**config.mk**
```make
export PLATFORM = sky130hd
export DESIGN_NAME = scfcr_div
export DESIGN_NICKNAME = d
export VERILOG_FILES = /design/src/scfcr_div.sv
export SDC_FILE = /design/constraint.sdc
export NUM_CORES = 2
export LEC_CHECK = 0
export BUFFER_PORTS_ARGS = -buffer_cell sky130_fd_sc_hd__buf_4
export CAP_MARGIN = 20
export CORE_UTILIZATION = 35
export CTS_BUF_LIST = sky130_fd_sc_hd__clkbuf_4 sky130_fd_sc_hd__clkbuf_8
export DETAILED_ROUTE_END_ITERATION = 16
export PLACE_DENSITY = 0.48
export SYNTH_ARGS = -nofsm -noshare
export SYNTH_HDL_FRONTEND = slang
export SYNTH_SLANG_ARGS = --single-unit
```
**constraint.sdc**
```tcl
create_clock -name clock -period 8.3 [get_ports clock]
set_clock_uncertainty 0.2 [all_clocks]
set_input_delay 0.83 -clock clock [delete_from_list [all_inputs] [get_ports clock]]
set_output_delay 0.83 -clock clock [all_outputs]
set_load 0.02 [all_outputs]
```
**src/scfcr_div.sv**
```systemverilog
// Pipelined restoring divider, one quotient bit per stage.
`default_nettype none
module scfcr_div #(
   parameter int NUM_W = 63,
   parameter int DEN_W = 32,
   parameter int Q_W   = 32
) (
   input  logic             clock,
   input  logic             en,
   input  logic [NUM_W-1:0] num_in,
   input  logic [DEN_W-1:0] den_in,
   output logic [Q_W-1:0]   q_out
);

   logic [DEN_W-1:0] rem_ff [Q_W];
   logic [Q_W-1:0]   low_ff [Q_W];
   logic [DEN_W-1:0] den_ff [Q_W];
   logic [DEN_W-1:0] rem_in [Q_W];
   logic [Q_W-1:0]   low_in [Q_W];
   logic [DEN_W-1:0] den_in_s [Q_W];

   always_comb begin
      logic [DEN_W-1:0] s_rem;
      logic [Q_W-1:0]   s_low;
      logic [DEN_W-1:0] s_den;
      logic [DEN_W:0]   cur;
      logic             ge;
      for (int k = 0; k < Q_W; k++) begin
         if (k == 0) begin
            s_rem = DEN_W'(num_in >> Q_W);
            s_low = num_in[Q_W-1:0];
            s_den = den_in;
         end else begin
            s_rem = rem_ff[k-1];
            s_low = low_ff[k-1];
            s_den = den_ff[k-1];
         end
         cur         = {s_rem, s_low[Q_W-1]};
         ge          = cur >= {1'b0, s_den};
         rem_in[k]   = ge ? DEN_W'(cur - {1'b0, s_den}) : DEN_W'(cur);
         low_in[k]   = {s_low[Q_W-2:0], ge};
         den_in_s[k] = s_den;
      end
   end

   always_ff @(posedge clock) begin
      if (en) begin
         rem_ff <= rem_in;
         low_ff <= low_in;
         den_ff <= den_in_s;
      end
   end

   assign q_out = low_ff[Q_W-1];

endmodule
`default_nettype wire

```
### After elaboration in Yosys (flattened, before gate mapping)

Index checks and enable logic that the tools add are counted.

* input port bits: 97
* register bits after elaboration: 3008
* output and inout bits: 32

* muxes and demuxes: 31
* add/sub/neg operators: 31
* order comparisons: 32

Operator list (count)
* 33-bit by 32-bit greater-or-equal comparator with 1-bit output: 31
* 32-bit two-way mux: 31
* 32-bit subtractor: 31
* 32-bit greater-or-equal comparator: 1

### Longest topological paths before layout

* depth after elaboration: 2
* depth in mapped cells: 15

### Least setup slack after synthesis

Ideal clock, no wire load.

* path type: input -> register
* start: in num_in[31]
* end: reg rem_ff[1016] in the netlist's numbering, data pin
* slack: 4174 ps
* arrival: 3666 ps
* stages on the path: 13
* setup time: 260 ps
* cells stage by stage: inv_1 ha_1 fa_1 nor2b_1 o21a_1 o21ai_1 a311o_1 o2111a_1 nor2_1 o21ai_1 a32oi_1 buf_2 mux2_2

RTL lines
* start: declaration: RTL line 10 `input logic [NUM_W-1:0] num_in,`
* end signal: assignment: RTL line 48 `rem_ff <= rem_in;`
* end: declaration: RTL line 15 `logic [DEN_W-1:0] rem_ff [Q_W];`

==> flow_summary.toml <==
[route]
drc_errors = 0
wire_per_inst_um = 19.80
drt_pass1_iterations = 6
ant_nets = 0
vias_per_cell = 5.016
vias = 99430
wirelength_um = 392500
first_iter_violations = 6951

[cts]
root_buffer = "clkbuf_8"
numCtsBuffers = 565
htreeDepth = 6
insertion_delay_ps = 1210
clockBufferDepth = 4
clock_sinks = 3008
clk_pin_slew_ps = 50
tritoncts = "built"
cts_setup_buffers = 0

[floorplan]
die_w_um = 670.5
die-area_um2 = 449500
start_util_pct = 35.14
fp.dieH_um = 670.5
ios = 129
core_area_um2 = 445100
num_rows = 245

[critical_path]
end_kind = "flip-flop"
rrSetupSlack_ps = 3380
crit_type = "flip-flop to flip-flop"
cp.required_ps = 9060
arrival_ps = 5680
start_kind = "flip-flop"
crit_fanout = 36

[run]
drv_cap = 0

[global_routing]
grt_pass1_vias = 97980
antenna_found_initial = 12
grt_usage_pct = 16.91
grt_max_degree = 180
grt_overflow = 0
grt_pass1_wl_um = 593000

[power]
total_power_mw = 68.76
p_leak_nw = 70.41
ir_drop_mv = 0.1877
pwr_density_cell_nw_per_um2 = 389.1

[sta]
rsz0062_at_grt = "no"
fin_ws_ps = 3377
post-route-min-period_ps = 4923
hold_viol = 0
whs_ps = 186.0
post-route-period-util_pct = 59.32
fin_setup_tns_ps = 0
worst_pin_slew_ps = 1054
setup_viol = 0
slew_violations = 0
slew-limit-headroom_pct = 29.73
fmax_mhz = 203.1

[synth]
syn_avg_cell_area_um2 = 12.12
synth_cell_type_count = 99
ys.flop_type = "edfxtp_1"
yosysSeqAreaShare_pct = 57.75
yosysWarnings = 0
synth_top_area_share_pct = 57.75
synth-seq-cells = 3008
syn_area_um2 = 156400
async_reset_ff_share_pct = 0
synth_edf_count = 3008
yosysTopAreaCell = "edfxtp_1"
synth_nets = 14060
netlist_instances = 12910
synth_area_leaders = "edfxtp_1 58%, ha_1 8.2%, mux2_2 3.6%"

[place]
finalWeightedCongestion = 0.8375
hpwlAfterDp_um = 288000
pre_cts_ws_ps = 3517
portBuffers = 128

[worst_hold_path]
hold_path.class = "flip-flop to flip-flop"

[run_status]
status = "completed"

[layout]
syn2layout_area_growth_pct = 13.00
final_nets = 14620
layout-drive-gt1-share_pct = 11.86
==> synth_stat cells, drive strengths merged (26+ instances only) <==
library cell,instances
nor3,138
xnor2,504
o211ai,40
o21a,141
edfxtp,3008
nor2,672
and2,43
nand3,199
nor4,54
a21boi,49
ha,1024
mux2i,53
and3,75
a211o,31
a2111oi,26
mux2,505
o31a,29
a211oi,74
nand2,790
o31ai,66
nand4,175
xor2,323
o21ai,720
a31oi,127
nor2b,178
and4,37
a21o,539
or3,45
or2,26
nand2b,111
buf,91
o21bai,119
clkbuf,246
a21oi,988
inv,1291
fa,31
==> path summary, 6_finish.rpt <==
check | endpoint | startpoint | cells after the start
setup / recovery | rem_ff[890]$_DFFE_PP_ | den_ff[897]$_DFFE_PP_ | 12
setup reg to reg | rem_ff[890]$_DFFE_PP_ | den_ff[897]$_DFFE_PP_ | 12
hold / removal | low_ff[821]$_DFFE_PP_ | low_ff[852]$_DFFE_PP_ | 0
hold reg to reg | low_ff[821]$_DFFE_PP_ | low_ff[852]$_DFFE_PP_ | 0
==> cell type report <==
type | count | area (µm²)
clock inverters | 248 | 1911
multi-input cells | 8272 | 59970
diodes | 3 | 7.507
well taps | 5928 | 7417
clock buffers | 740 | 9153
inverters | 1292 | 4850
repair buffers | 330 | 3088
flip-flops and latches | 3008 | 90330
fillers | 42930 | 268400
==> worst max-delay path, cell delays in order (launching register included) <==
cell	delay [ps]
edfxtp_1	480
inv_1	80
ha_1	300
nor2b_1	150
o31a_1	280
o31ai_1	590
a21oi_1	310
nor3b_1	230
o21ai_1	300
o31ai_1	290
a21oi_4	660
buf_4	430
mux2_2	370
==> metrics by stage <==
stage	instance area [µm²]	util (%)	instances
after floorplan	156400	-	12910
after global placement	164200	36.90	18690
after detailed placement	164300	36.90	18690
after CTS	176700	39.69	19820
after global routing	176700	39.70	19820
final	176700	39.70	19820
==> registers in the layout, indices dropped and copies added, names as in the netlist <==
name,count
den_ff,992
low_ff,992
q_out,32
rem_ff,992
==> report_power, final <==
part	switching [mW]	total, mW	leakage, nW	internal [mW]
Combinational	16.8	29.8	35.3	13.0
Sequential	2.51	24.5	29.4	22.0
Clock	6.44	14.4	5.75	8.01
==> logic make-up (layout without fill, tap and decap cells) <==
kind of cell | Yosys count | in the layout | synth area share, %
multiplexers | 558 | 558 | 3.975
adder cells (fa/ha/maj) | 1055 | 1055 | 8.589
AND/OR/NAND/NOR | 2617 | 2617 | 8.025
AO/OA/AOI/OAI | 3215 | 3215 | 13.00
XOR/XNOR | 827 | 827 | 4.631
buffers and inverters | 1629 | 2610 | 4.026
flip-flops | 3008 | 3008 | 57.75
other | 0 | 3 | 0
==> layout by cell type (no fill, tap or decap), drive strengths merged, types with 27 or more instances in the layout <==
cell type,count
edfxtp,3008
inv,1306
ha,1024
a21oi,988
nand2,790
clkbuf,740
o21ai,720
nor2,672
a21o,539
mux2,505
xnor2,504
xor2,323
nand3,199
buf,196
nor2b,178
clkinv,178
nand4,175
o21a,141
nor3,138
dlygate4sd3,134
a31oi,127
o21bai,119
nand2b,111
and3,75
a211oi,74
o31ai,66
nor4,54
mux2i,53
a21boi,49
or3,45
and2,43
o211ai,40
and4,37
a211o,31
fa,31
o31a,29
clkinvlp,29
bufinv,27
==> per-layer routing <==
layer	share of wire, %	global-route usage [%]	vias to the layer above
li1	-	-	48920
met4	3.2	5.673	8
met5	0.014	0	-
met2	48	28.66	1924
met3	4.1	2.593	648
met1	45	22.07	47930
==> what timing repair did <==
action,in CTS,in global routing
resized for setup,0,0
hold endpoints to repair,181,0
hold buffers,134,0
Note: power is estimated with default switching activity, not from simulation.
