--- src/scfcr_pkg.sv ---
// Shared widths and types for the sphere center pipeline.
`default_nettype none
package scfcr_pkg;

   localparam int DIR_BITS = 30;
   localparam int DIR_W    = DIR_BITS + 1;
   localparam int PRD_W    = 2 * DIR_W;
   localparam int CRS_W    = PRD_W + 1;

   typedef logic signed [DIR_W-1:0] dir_type;
   typedef logic signed [PRD_W-1:0] prd_type;
   typedef logic signed [CRS_W-1:0] crs_type;

endpackage
`default_nettype wire

--- src/scfcr_norm.sv ---
// Vector direction normalize: common right shift until all magnitudes fit DIR_BITS.
`default_nettype none
module scfcr_norm
   import scfcr_pkg::*;
#(
   parameter int IN_W = 33
) (
   input  logic                   clock,
   input  logic                   en,
   input  logic signed [IN_W-1:0] v_in [3],
   output dir_type                v_out [3]
);

   localparam int SH_W = $clog2(IN_W + 1);

   logic [IN_W-1:0]     mag [3];
   logic [IN_W-1:0]     mx;
   logic [SH_W-1:0]     sh;
   logic [DIR_BITS-1:0] m_sh [3];
   dir_type             v_in_n [3];
   dir_type             v_ff [3];

   always_comb begin
      for (int i = 0; i < 3; i++) begin
         mag[i] = v_in[i][IN_W-1] ? (~v_in[i] + 1'b1) : v_in[i];
      end
      mx = mag[0];
      if (mag[1] > mx) mx = mag[1];
      if (mag[2] > mx) mx = mag[2];
      sh = '0;
      for (int j = 0; j < IN_W; j++) begin
         if (mx[j] && (j >= DIR_BITS)) sh = SH_W'(j - DIR_BITS + 1);
      end
      for (int i = 0; i < 3; i++) begin
         m_sh[i]   = DIR_BITS'(mag[i] >> sh);
         v_in_n[i] = v_in[i][IN_W-1] ? -$signed({1'b0, m_sh[i]}) : $signed({1'b0, m_sh[i]});
      end
   end

   always_ff @(posedge clock) begin
      if (en) begin
         v_ff <= v_in_n;
      end
   end

   assign v_out = v_ff;

endmodule
`default_nettype wire

--- config.mk ---
export PLATFORM = sky130hd
export DESIGN_NAME = scfcr_norm
export DESIGN_NICKNAME = d
export VERILOG_FILES = /design/src/scfcr_pkg.sv /design/src/scfcr_norm.sv
export SDC_FILE = /design/constraint.sdc
export NUM_CORES = 1
export LEC_CHECK = 0
export BUFFER_PORTS_ARGS = -buffer_cell sky130_fd_sc_hd__buf_2
export CAP_MARGIN = 20
export CELL_PAD_IN_SITES_DETAIL_PLACEMENT = 1
export CELL_PAD_IN_SITES_GLOBAL_PLACEMENT = 2
export CORE_MARGIN = 3
export CORE_UTILIZATION = 34
export DETAILED_ROUTE_END_ITERATION = 16
export PLACE_DENSITY_LB_ADDON = 0.1
export REMOVE_ABC_BUFFERS = 1
export SLEW_MARGIN = 30
export SYNTH_ARGS = -nofsm -noshare
export SYNTH_HDL_FRONTEND = slang
export SYNTH_SLANG_ARGS = --single-unit
--- constraint.sdc ---
create_clock -name clock -period 11.7 [get_ports clock]
set_input_delay 0.585 -clock clock [delete_from_list [all_inputs] [get_ports clock]]
set_output_delay 0.585 -clock clock [all_outputs]
set_load 0.1 [all_outputs]
# == Word-level counts from Yosys, hierarchy flattened ==
# Index checks and enable logic that the tools add are counted.
# op_classes
muxes,11
n_shift,3
n_addsub,6
bitwise,3
magnitude_cmp,2
# ops
operator,count
2-to-1 mux 33 bit,5
adder 33 x 1 -> 33 bit (second input constant),3
inverter 33 bit,3
right shift 33 x 6 -> 30 bit,3
negator 30 -> 31 bit,3
2-to-1 mux 30 bit,3
greater-than comparator 33 bit,2
2-to-1 mux 6 bit,1
2-to-1 mux 2 bit,1
2-to-1 mux 1 bit,1
# totals
reg_bits,93

# == Depth between registers and ports, before layout ==
# depth
word_depth,13
ltp_mapped,44
ltp_nobuf,37

# == Worst setup path after synthesis ==
# No wires, ideal clock.
# synth_path
kind,input port to flip-flop
from,input port v_in[33] in the netlist's numbering
to,register v_ff (netlist bit v_out[30]) (data pin)
path_slack_ns,2.102
cell_stages,39
setup_time_ns,0.259
arrival_time_ns,9.339
cell_sequence,inv_1 > ha_1 > or4b_2 > or3_1 > or3_1 > o31ai_1 > xor2_1 > inv_1 > ha_1 > nand4_1 > nor4bb_1 > a22o_1 > o31a_1 > o31ai_1 > or3_1 > buf_2 > a21oi_4 > clkbuf_1 > [3 not listed] > o21ai_0 > a2111oi_0 > nand4_1 > and2_1 > clkbuf_1 > a31oi_2 > buf_2 > buf_2 > o21ai_0 > a311o_1 > nand2_1 > ha_1 > nand2_1 > or3_1 > or2_1 > buf_2 > or3_1 > o31a_1
# synth_via
elab_chain_len,12
# synth_rtl
element,line_no,rtl
from (decl),scfcr_norm.sv:10,"input logic signed [IN_W-1:0] v_in [3],"
inverter 33 bit,scfcr_norm.sv:25,mag[i] = v_in[i][IN_W-1] ? (~v_in[i] + 1'b1) : v_in[i];
adder 33 x 1 -> 33 bit,scfcr_norm.sv:25,
2-to-1 mux 33 bit *,scfcr_norm.sv:25,
greater-than comparator 33 bit,scfcr_norm.sv:28,if (mag[1] > mx) mx = mag[1];
2-to-1 mux 33 bit *,scfcr_norm.sv:28,
greater-than comparator 33 bit,scfcr_norm.sv:29,if (mag[2] > mx) mx = mag[2];
2-to-1 mux 33 bit *,scfcr_norm.sv:29,
2-to-1 mux 1 bit,scfcr_norm.sv:32,if (mx[j] && (j >= DIR_BITS)) sh = SH_W'(j - DIR_BITS + 1);
2-to-1 mux 2 bit,scfcr_norm.sv:32,
2-to-1 mux 6 bit *,scfcr_norm.sv:32,
right shift 33 x 6 -> 30 bit *,scfcr_norm.sv:35,m_sh[i] = DIR_BITS'(mag[i] >> sh);
negator 30 -> 31 bit *,scfcr_norm.sv:36,"v_in_n[i] = v_in[i][IN_W-1] ? -$signed({1'b0, m_sh[i]}) : $signed({1'b0, m_sh[i]});"
to (signal assigned),scfcr_norm.sv:42,v_ff <= v_in_n;
to (decl),scfcr_norm.sv:21,dir_type v_ff [3];
# Mark *: on every way between the ends. The rest lies on a longest branch, timed or not.
# A chain may end at the register's enable or synchronous reset.

==> results.md <==
- Worst-path maximum fanout: 24
- Setup CP Type: in2reg
- Synth Instances: 1559
- WP data arrival: 11.15 ns
- Final TNS setup: 0 ns
- Minimum clock period: 11.04 ns
- Leading cell types in the layout, fill and taps excluded: buf_2, o21ai_0, nand2_1
- Die Area: 38400 µm²
- Syn Area/Cell: 7.87 µm²
- Peak Freq: 90.6 MHz
- Final period util: 0.944
- Lkg Pwr: 5.73 nW
- Final WL: 52300 µm
- Final Slew Violations: 0
- Worst Hold Class: in2reg
- H-tree Lvls: 3
- CTS max path bufs: 2
- Crit path launch type: input port
- Root Driver: clkbuf_16
- Initial antenna violation count: 0
- RSZ-0062 raised after global routing: no
- VDD IR-drop max: 0.307 mV
- Post-synth top flop: edfxtp_1
- Setup WS post-layout: 0.660 ns
- Max_cap viols: 0
- Mux cell area share after synthesis: 0.0307
- Setup-failing EPs final: 0
- Vias in the first global route: 13169
- Sink Count: 93
- CP Data Required Time: 11.81 ns
- WP buf/inv: 4
- Main combinational cell family by area after synthesis: compound AO/OA/AOI/OAI gates
- Critical Path Most Common Cell: o21ai_0
- Mapped cell area: 12300 µm²
- Clk slew on worst S/H paths: 0.07 ns
- Hold Path Cell Cnt: 3
- Placed instance count: 2223
- Via/cell ratio: 5.91
- Layout cells sized above 1: 0.217
- Initial drt markers: 938
- Total GRT Usage: 0.265
- #FFs+latches synth: 93
- CTS tree: done
- Ys Warns: 0
- Total grt overflow: 0
- Slowest stage cell, crit path: a21o_1
- Worst slew pin tran: 0.908 ns
- Chip Width: 196 µm
- Fillers: 4317
- Routed Antenna Nets: 0
- Via count: 13228
- Ant diodes: 0
- Outcome: finished, final reports clean
- Area grow syn2layout: 19.1%
- Post-synthesis simple-gate area fraction: 0.205
- Hold Buf Count CTS: 0
- Starting Density: 0.350
- Post-Synth XOR/XNOR Area: 0.125
- Post-synth EDFFs: 93
- Hold_sp: v_in[98]
- Crit-path leading delay family: simple AND/OR/NAND/NOR gates
- Global placement routability congestion: 0.905
- Drt drc: 0
- Final hold slack: 0.685 ns
- Post-Place Setup Slack: 0.0801 ns
- Non-Filler Instances: 2239
- Unique cell type count in the Yosys netlist: 95
- Final #Nets: 1950
- IO Count: 194
- Ys async rst share: 0
- Max FFs per register: 93
- Post-Synth Adder-Cell Area: 0.0713
- FP Rows: 68
- Hpwl dp: 41400 µm
- First drt pass iteration count: 5
- Synth Area in Compound Gates: 0.278
- Worst path depth: 34
- Endpoint, Worst Hold: v_out[88]
- Core area: 35100 µm²
- Commonest non-fill, non-tap cell in the layout: buf_2
- Num CTS Buffers: 9
- Sequential share of the synthesized area: 0.227
- CP peak stage delay: 0.72 ns
- DIE HEIGHT: 196 µm
- Power per cell area: 320 nW/µm²
- CP Capture Type: flop
- Overall power: 0.00468 W
- Number of port buffers: 193
- Final hold vios: 0
- Largest net degree at the start of global routing: 66
- Slew margin rel.: 0.395
- Wire per inst: 23.4 µm
- First-pass GRT wire length: 79300 µm
==> stage by stage <==
stage | cell area, µm² | util
floorplan | 11800 | -
global placement | 14300 | 0.408
detailed placement | 14300 | 0.408
CTS | 14600 | 0.416
global route | 14600 | 0.417
finish | 14600 | 0.417
==> synth_stat cells, types with 8 or more instances <==
master | n | area share
or4_1 | 15 | 0.0092
nor3_1 | 46 | 0.019
or2_2 | 10 | 0.0051
xor2_1 | 63 | 0.045
a21oi_1 | 94 | 0.038
o211ai_1 | 29 | 0.018
a31oi_1 | 14 | 0.0071
inv_1 | 77 | 0.024
nor4_1 | 19 | 0.0097
edfxtp_1 | 93 | 0.23
mux2i_1 | 32 | 0.026
a211oi_1 | 21 | 0.013
o31ai_1 | 56 | 0.034
nand2b_1 | 16 | 0.0082
or3_1 | 37 | 0.019
xnor2_1 | 109 | 0.078
clkbuf_1 | 50 | 0.015
nor2_1 | 87 | 0.027
buf_2 | 30 | 0.012
o21ai_0 | 165 | 0.067
nand4_1 | 20 | 0.010
ha_1 | 70 | 0.071
a221oi_1 | 9 | 0.0064
buf_1 | 11 | 0.0034
o221ai_1 | 8 | 0.0057
o41ai_1 | 22 | 0.016
nand3_1 | 52 | 0.021
nand2_1 | 149 | 0.046
==> timing repair <==
item	4_1_cts	5_1_grt
buffers inserted	0	0
setup endpoints to repair	0	28
gates resized for setup	0	3
==> routing by layer <==
| metal | up-vias | part of all wire | wire length, µm | global-route usage |
|---|---|---|---|---|
| met2 | 317 | 0.49 | 25500 | 0.457 |
| met4 | 0 | 0.024 | 1240 | 0.0713 |
| met5 | - | 0 | 0 | 0 |
| met3 | 62 | 0.035 | 1860 | 0.0276 |
| li1 | 6292 | - | - | - |
| met1 | 6557 | 0.45 | 23700 | 0.352 |
==> worst max path at each step <==
stage,startpoint,endpoint,slack (ns)
final,v_in[40],v_out[59],0.66
after global routing,v_in[40],v_out[57],0.04
after global placement,v_in[33],v_out[47],0.19
after CTS,v_in[33],v_out[47],0.45
after floorplan,v_in[33],v_out[57],0.09
after detailed placement,v_in[33],v_out[47],0.08
==> where the power goes <==
part / switching (W) / internal [W]
clock: 0.000157 / 0.000149
combinational: 0.00271 / 0.000993
sequential: 0.0000413 / 0.000623
==> layout make-up <==
cell class                      count  area, µm²  share of cell area
Clock buffer                       10        229              0.0157
Clock inverter                      6       56.3             0.00385
Inverter                           77        289              0.0198
Multi-Input combinational cell   1286       8790               0.601
Sequential cell                    93       2790               0.191
Tap cell                          455        569              0.0389
Timing Repair Buffer              312       1900               0.130
==> kinds of logic after synthesis <==
logic type	count (synthesis)
AOI/OAI and AO/OA	513
xor gates and xnor gates	173
adders and majority gates	70
buffers and inverters	180
DFF	93
muxes	37
and+or+nand+nor	493
(Power assumes the default switching activity.)
