### src/scfcr_isqrt.sv
// Pipelined integer square root, one result bit per stage.
`default_nettype none
module scfcr_isqrt #(
   parameter int OUT_W = 32
) (
   input  logic                 clock,
   input  logic                 en,
   input  logic [2*OUT_W-1:0]   n_in,
   output logic [OUT_W-1:0]     root_out
);

   localparam int IN_W  = 2 * OUT_W;
   localparam int REM_W = OUT_W + 3;

   logic [REM_W-1:0] rem_ff  [OUT_W];
   logic [OUT_W-1:0] root_ff [OUT_W];
   logic [IN_W-1:0]  rest_ff [OUT_W];
   logic [REM_W-1:0] rem_in  [OUT_W];
   logic [OUT_W-1:0] root_in [OUT_W];
   logic [IN_W-1:0]  rest_in [OUT_W];

   always_comb begin
      logic [REM_W-1:0] s_rem;
      logic [OUT_W-1:0] s_root;
      logic [IN_W-1:0]  s_rest;
      logic [REM_W-1:0] cur;
      logic [REM_W-1:0] trial;
      logic             ge;
      for (int k = 0; k < OUT_W; k++) begin
         if (k == 0) begin
            s_rem  = '0;
            s_root = '0;
            s_rest = n_in;
         end else begin
            s_rem  = rem_ff[k-1];
            s_root = root_ff[k-1];
            s_rest = rest_ff[k-1];
         end
         cur        = {s_rem[REM_W-3:0], s_rest[IN_W-1:IN_W-2]};
         trial      = REM_W'({s_root, 2'b01});
         ge         = cur >= trial;
         rem_in[k]  = ge ? (cur - trial) : cur;
         root_in[k] = {s_root[OUT_W-2:0], ge};
         rest_in[k] = {s_rest[IN_W-3:0], 2'b00};
      end
   end

   always_ff @(posedge clock) begin
      if (en) begin
         rem_ff  <= rem_in;
         root_ff <= root_in;
         rest_ff <= rest_in;
      end
   end

   assign root_out = root_ff[OUT_W-1];

endmodule
`default_nettype wire

### config.mk
export PLATFORM = sky130hd
export DESIGN_NAME = scfcr_isqrt
export DESIGN_NICKNAME = d
export VERILOG_FILES = /design/src/scfcr_isqrt.sv
export SDC_FILE = /design/constraint.sdc
export NUM_CORES = 2
export LEC_CHECK = 0
export BUFFER_PORTS_ARGS = -buffer_cell sky130_fd_sc_hd__buf_2
export CAP_MARGIN = 0
export CELL_PAD_IN_SITES_DETAIL_PLACEMENT = 1
export CELL_PAD_IN_SITES_GLOBAL_PLACEMENT = 2
export CORE_MARGIN = 2
export CORE_UTILIZATION = 45
export DETAILED_ROUTE_END_ITERATION = 8
export MAX_ROUTING_LAYER = met4
export PLACE_DENSITY = 0.83
export SYNTH_ARGS = -nofsm -noshare
export SYNTH_HDL_FRONTEND = slang
export SYNTH_SLANG_ARGS = --single-unit
### constraint.sdc
create_clock -name clock -period 5.74 [get_ports clock]
set_clock_uncertainty 0.05 [all_clocks]
set_input_delay 0.574 -clock clock [delete_from_list [all_inputs] [get_ports clock]]
set_output_delay 0.574 -clock clock [all_outputs]
set_load 0.005 [all_outputs]
### Yosys cells after proc, flatten, opt, wreduce, memory -nomap -nowiden

Index checks and enable logic that the tools add are counted.

* register bits: 2513
* latch bits: 0
* RAM bits: 0
* ROM bits: 0
* bits of input ports: 66
* output and inout port bits: 32
* word-level logic and storage cells: 189
* memories kept: 0

* $add $sub $neg: 31
* multipliers: 0
* divide/modulo/power cells: 0
* $lt $le $gt $ge: 32
* eq/ne operators: 0
* shift operators: 0
* mux-type cells: 31
* bitwise gates (word level): 0
* reduce and logical (&&, ||, !) cells: 0

Operators by type and width (count)
* two-way mux 33 bit: 30
* >= comparator 35 x 10 -> 1 bit: 1
* >= comparator 35 x 11 -> 1 bit: 1
* >= comparator 35 x 12 -> 1 bit: 1
* >= comparator 35 x 13 -> 1 bit: 1
* >= comparator 35 x 14 -> 1 bit: 1
* >= comparator 35 x 15 -> 1 bit: 1
* >= comparator 35 x 16 -> 1 bit: 1
* >= comparator 35 x 17 -> 1 bit: 1
* >= comparator 35 x 18 -> 1 bit: 1
* >= comparator 35 x 19 -> 1 bit: 1
* >= comparator 35 x 20 -> 1 bit: 1
* >= comparator 35 x 21 -> 1 bit: 1
* >= comparator 35 x 22 -> 1 bit: 1
* >= comparator 35 x 23 -> 1 bit: 1
* >= comparator 35 x 24 -> 1 bit: 1
* >= comparator 35 x 25 -> 1 bit: 1
* >= comparator 35 x 26 -> 1 bit: 1
* >= comparator 35 x 27 -> 1 bit: 1
* >= comparator 35 x 28 -> 1 bit: 1
* >= comparator 35 x 29 -> 1 bit: 1
* >= comparator 35 x 3 -> 1 bit: 1
* >= comparator 35 x 30 -> 1 bit: 1
* >= comparator 35 x 31 -> 1 bit: 1
* 41 further kinds: 41

### Longest topological paths before layout

* depth after elaboration: 2
* gate-level depth with buffers: 15
* mapped depth without buffers: 13

### Least setup slack after synthesis

OpenSTA, ideal clock, no wires.

* kind: reg2reg
* start: register rem_ff[177] (netlist name)
* end: register rem_ff[150] (netlist name), data pin
* library setup time: 0.260 ns
* data arrival time: 3.137 ns
* path slack: 2.294 ns
* stages on the path, launching flop included: 12
* clock period less this slack: 3.446 ns
* cell sequence: edfxtp_1 -> ha_1 -> or3_1 -> o22ai_2 -> o21bai_1 -> a31o_2 -> a311o_1 -> o41ai_4 -> o211ai_2 -> nand4b_4 -> buf_2 -> mux2_2

RTL lines
* start: declaration: line 15 `logic [REM_W-1:0] rem_ff [OUT_W];`
* start signal: assignment: line 50 `rem_ff <= rem_in;`

==> results by group <==
Run status
  • Outcome: completed

Setup path
  • Crit start category: flop
  • Critical path class: reg2reg
  • Worst path max stage delay: 770 ps
  • R2R cell count: 11
  • Worst path arrival time: 5280 ps
  • Crit. End Element: flop
  • WP data required: 6270 ps
  • Crit Path Max Fanout: 24
  • Crit-path slowest cell: or4_1
  • Crit-path cells: nor3_1, nand2_1, or4_1, nand3_1, nor2_1, nand3_1, buf_4, o311ai_1, nor3_1, nand2_1, xnor2_1

Floorplanning
  • Chip height: 512.6 um
  • Die area: 262700 um2
  • Num rows: roughly 190
  • I/O pin cnt: between 90 and 100
  • Initial core utilization: 45.30%
  • DIE WIDTH: 512.6 um
  • Core area: roughly 260000 um2

Final layout
  • Fraction of layout cells with a size suffix above 1: 7.757%
  • Final #Nets: 9977
  • Fill cells: 25.77k
  • Area grow syn2layout: 12.41%

Global routing
  • Vias in the first global route: 73.97k
  • Pin count of the biggest net entering global routing: 173
  • Remaining Overflow, GRT: 0
  • Global-route wire length before repair: 422400 um
  • Gr usage total: 20.81%
  • Initial antenna violation count: 4

STA
  • Final setup violation count: 0
  • Period utilisation layout: 82.68%
  • Final min period: around 4700 ps
  • Final worst slack: 994.4 ps
  • Worst slew margin: 21.32%
  • Setup TNS Final: 0 ps
  • Fmax: 210.7 MHz
  • Final Hold Fails: 0
  • Worst Tran Pin Value: approximately 1200 ps
  • Max Slew Vio Count: 0
  • RSZ-0062 raised after global routing: false

Logic synthesis
  • EDFF count, synth: 2495
  • FF+latch count, synth: 2495
  • Top cell type's share of synthesized area: between 60 and 70%
  • Post-Syn Nets: 9662
  • Synth area leaders: edfxtp_1 64%, ha_1 6.0%, xor2_1 3.2%
  • Top-count cell post-synth: edfxtp_1
  • Mean Syn Cell Area: 12.88 um2
  • Cells after synthesis: 9035
  • Sequential share of the synthesized area: approximately 64%
  • Synth cell types: 105
  • Synth warn: 0
  • Ys flop type: edfxtp_1
  • Cell area after synthesis: 116400 um2
  • Asr flop ratio synth: 0%
  • Commonest cells post-synth: 2495 x edfxtp_1, 706 x inv_1, 652 x nand2_1, 566 x o21ai_0, 561 x ha_1
  • Yosys top cell by area: edfxtp_1

Run
  • Max cap viols: 0

Clock tree
  • H-tree depth: 5
  • CTS Buf Count: 286
  • Worst-Skew Late Latency: 840 ps
  • CTS tree: done
  • Number of instances resized during post-cts repair: 0
  • Post-CTS Setup Bufs: 0
  • Clock Sinks: roughly 2.5k
  • Worst-path clk slew: 60 ps
  • Bufs on Longest Clock Path: 4
  • Clk Tree Root Cell: clkbuf_16

Drt
  • Met3 routed WL: a little under 8000 um
  • Pre-antenna DRT Iters: 7
  • Uppermost layer routed: met4
  • Met2 wire len: 132900 um
  • Total Wirelength: 269600 um
  • Vias: 70.43k
  • Initial DRC count: 4415
  • Number of antenna-violating nets in the routed design: 0
  • Routed metal-1 wire length: 122700 um
  • Per-cell routed wire length: 20.81 um
  • DRC violations left: 0
  • Vias per cell: about 5.4

Worst hold path
  • Hold path cells: 1
  • Worst hold path type: in2reg

Pwr
  • VDD IR max: 0.0002554 V
  • Leak Pwr: 49.73 nW
  • PwrDens: around 400 nW/um2
  • Power consumption: between 0.05 and 0.06 W

Placement
  • Place WS: 1218 ps
  • Hpwl dp: 195300 um
  • Port Buffer Count: 97
  • GPL Wtd Cong: 0.8634
## state kept, by name (all words and copies together), names as in the netlist
register,flops
root_out,32
root_ff,496
rem_ff,975
rest_ff,992
## cell usage in the layout, fill, tap and decap left out, drive strengths merged, types with 60 or more instances in the layout
| cell type | netlist | final |
|---|---|---|
| a21oi | 516 | 516 |
| nand3 | 156 | 156 |
| o31ai | 77 | 77 |
| a21o | 263 | 263 |
| edfxtp | 2495 | 2495 |
| dlygate4sd3 | 0 | 65 |
| nor4 | 127 | 127 |
| nor2b | 86 | 86 |
| nand2 | 653 | 653 |
| nor2 | 518 | 518 |
| or4 | 60 | 60 |
| buf | 60 | 172 |
| nor3 | 224 | 224 |
| xnor2 | 368 | 368 |
| clkbuf | 150 | 338 |
| or3 | 85 | 85 |
| inv | 707 | 715 |
| mux2 | 65 | 65 |
| o21a | 84 | 84 |
| xor2 | 424 | 424 |
| nand4 | 101 | 101 |
| nand2b | 120 | 120 |
| clkinv | 1 | 120 |
| o21ai | 571 | 571 |
| ha | 561 | 561 |
## layout make-up
type / instances / area [um2] / area share, %
clock inverter: 165 / 1678 / 1.282
inverter: 708 / 2658 / 2.031
timing repair buffer: 237 / 1902 / 1.453
multi-input combinational: 5622 / 37990 / 29.03
sequential: 2495 / 74920 / 57.26
clock buffer: 338 / 7458 / 5.700
tap: 3384 / 4234 / 3.236
antenna: 2 / 5.005 / 0.003825
## worst paths after layout
kind,start,to,slack (ps)
min reg2reg,rest_ff[1802]$_DFFE_PP_,rest_ff[1740]$_DFFE_PP_,350
max,rem_ff[712]$_DFFE_PP_,rem_ff[695]$_DFFE_PP_,990
min,en,rest_ff[2004]$_DFFE_PP_,110
max reg2reg,rem_ff[712]$_DFFE_PP_,rem_ff[695]$_DFFE_PP_,990
## report_power, final
part	switching (W)	total, W	internal, W
clock	0.00733	0.0178	0.0105
combinational	0.00627	0.0106	0.00432
sequential	0.00161	0.0247	0.0230
## stage by stage
stage | util (%) | cell area, um2 | std cells | hold slack, ps
floorplan | - | 116400 | 9035 | 350.3
global placement | 47.12 | 121100 | 12380 | 350.3
detailed placement | 47.12 | 121100 | 12380 | 355.1
CTS | 50.93 | 130800 | 12950 | 147.2
global route | 50.93 | 130800 | 12950 | 94.69
finish | 50.93 | 130800 | 12950 | 113.8
## metal layers
layer | up-vias | track usage [%]
met3 | 391 | 2.306
met1 | 35170 | 27.14
met4 | 0 | 4.898
met5 | - | -
li1 | 33950 | -
met2 | 916 | 34.94
## repair_timing
item	4_1_cts	5_1_grt
endpoints found under the setup margin	0	0
hold buffers	65	0
hold endpoints to repair	65	0
## worst max-delay path, delay by kind of cell, from the launching register on
family	cells	cell delay (ps)
compound gates	1	400
simple gates	8	3010
xor+xnor	1	160
buf+inv	1	300
flops	1	540
## logic make-up after synthesis
group                      Yosys count  synth area share (%)
DFF                               2495                 64.37
and+or+nand+nor                   2340                 10.01
AOI/OAI and AO/OA                 1844                 9.746
buffers and inverters              918                 3.087
xor gates and xnor gates           792                 5.959
adders and majority gates          561                 6.030
muxes                               84                0.7922
other                                1              0.003222
Note: power is estimated with default switching activity, not from simulation.
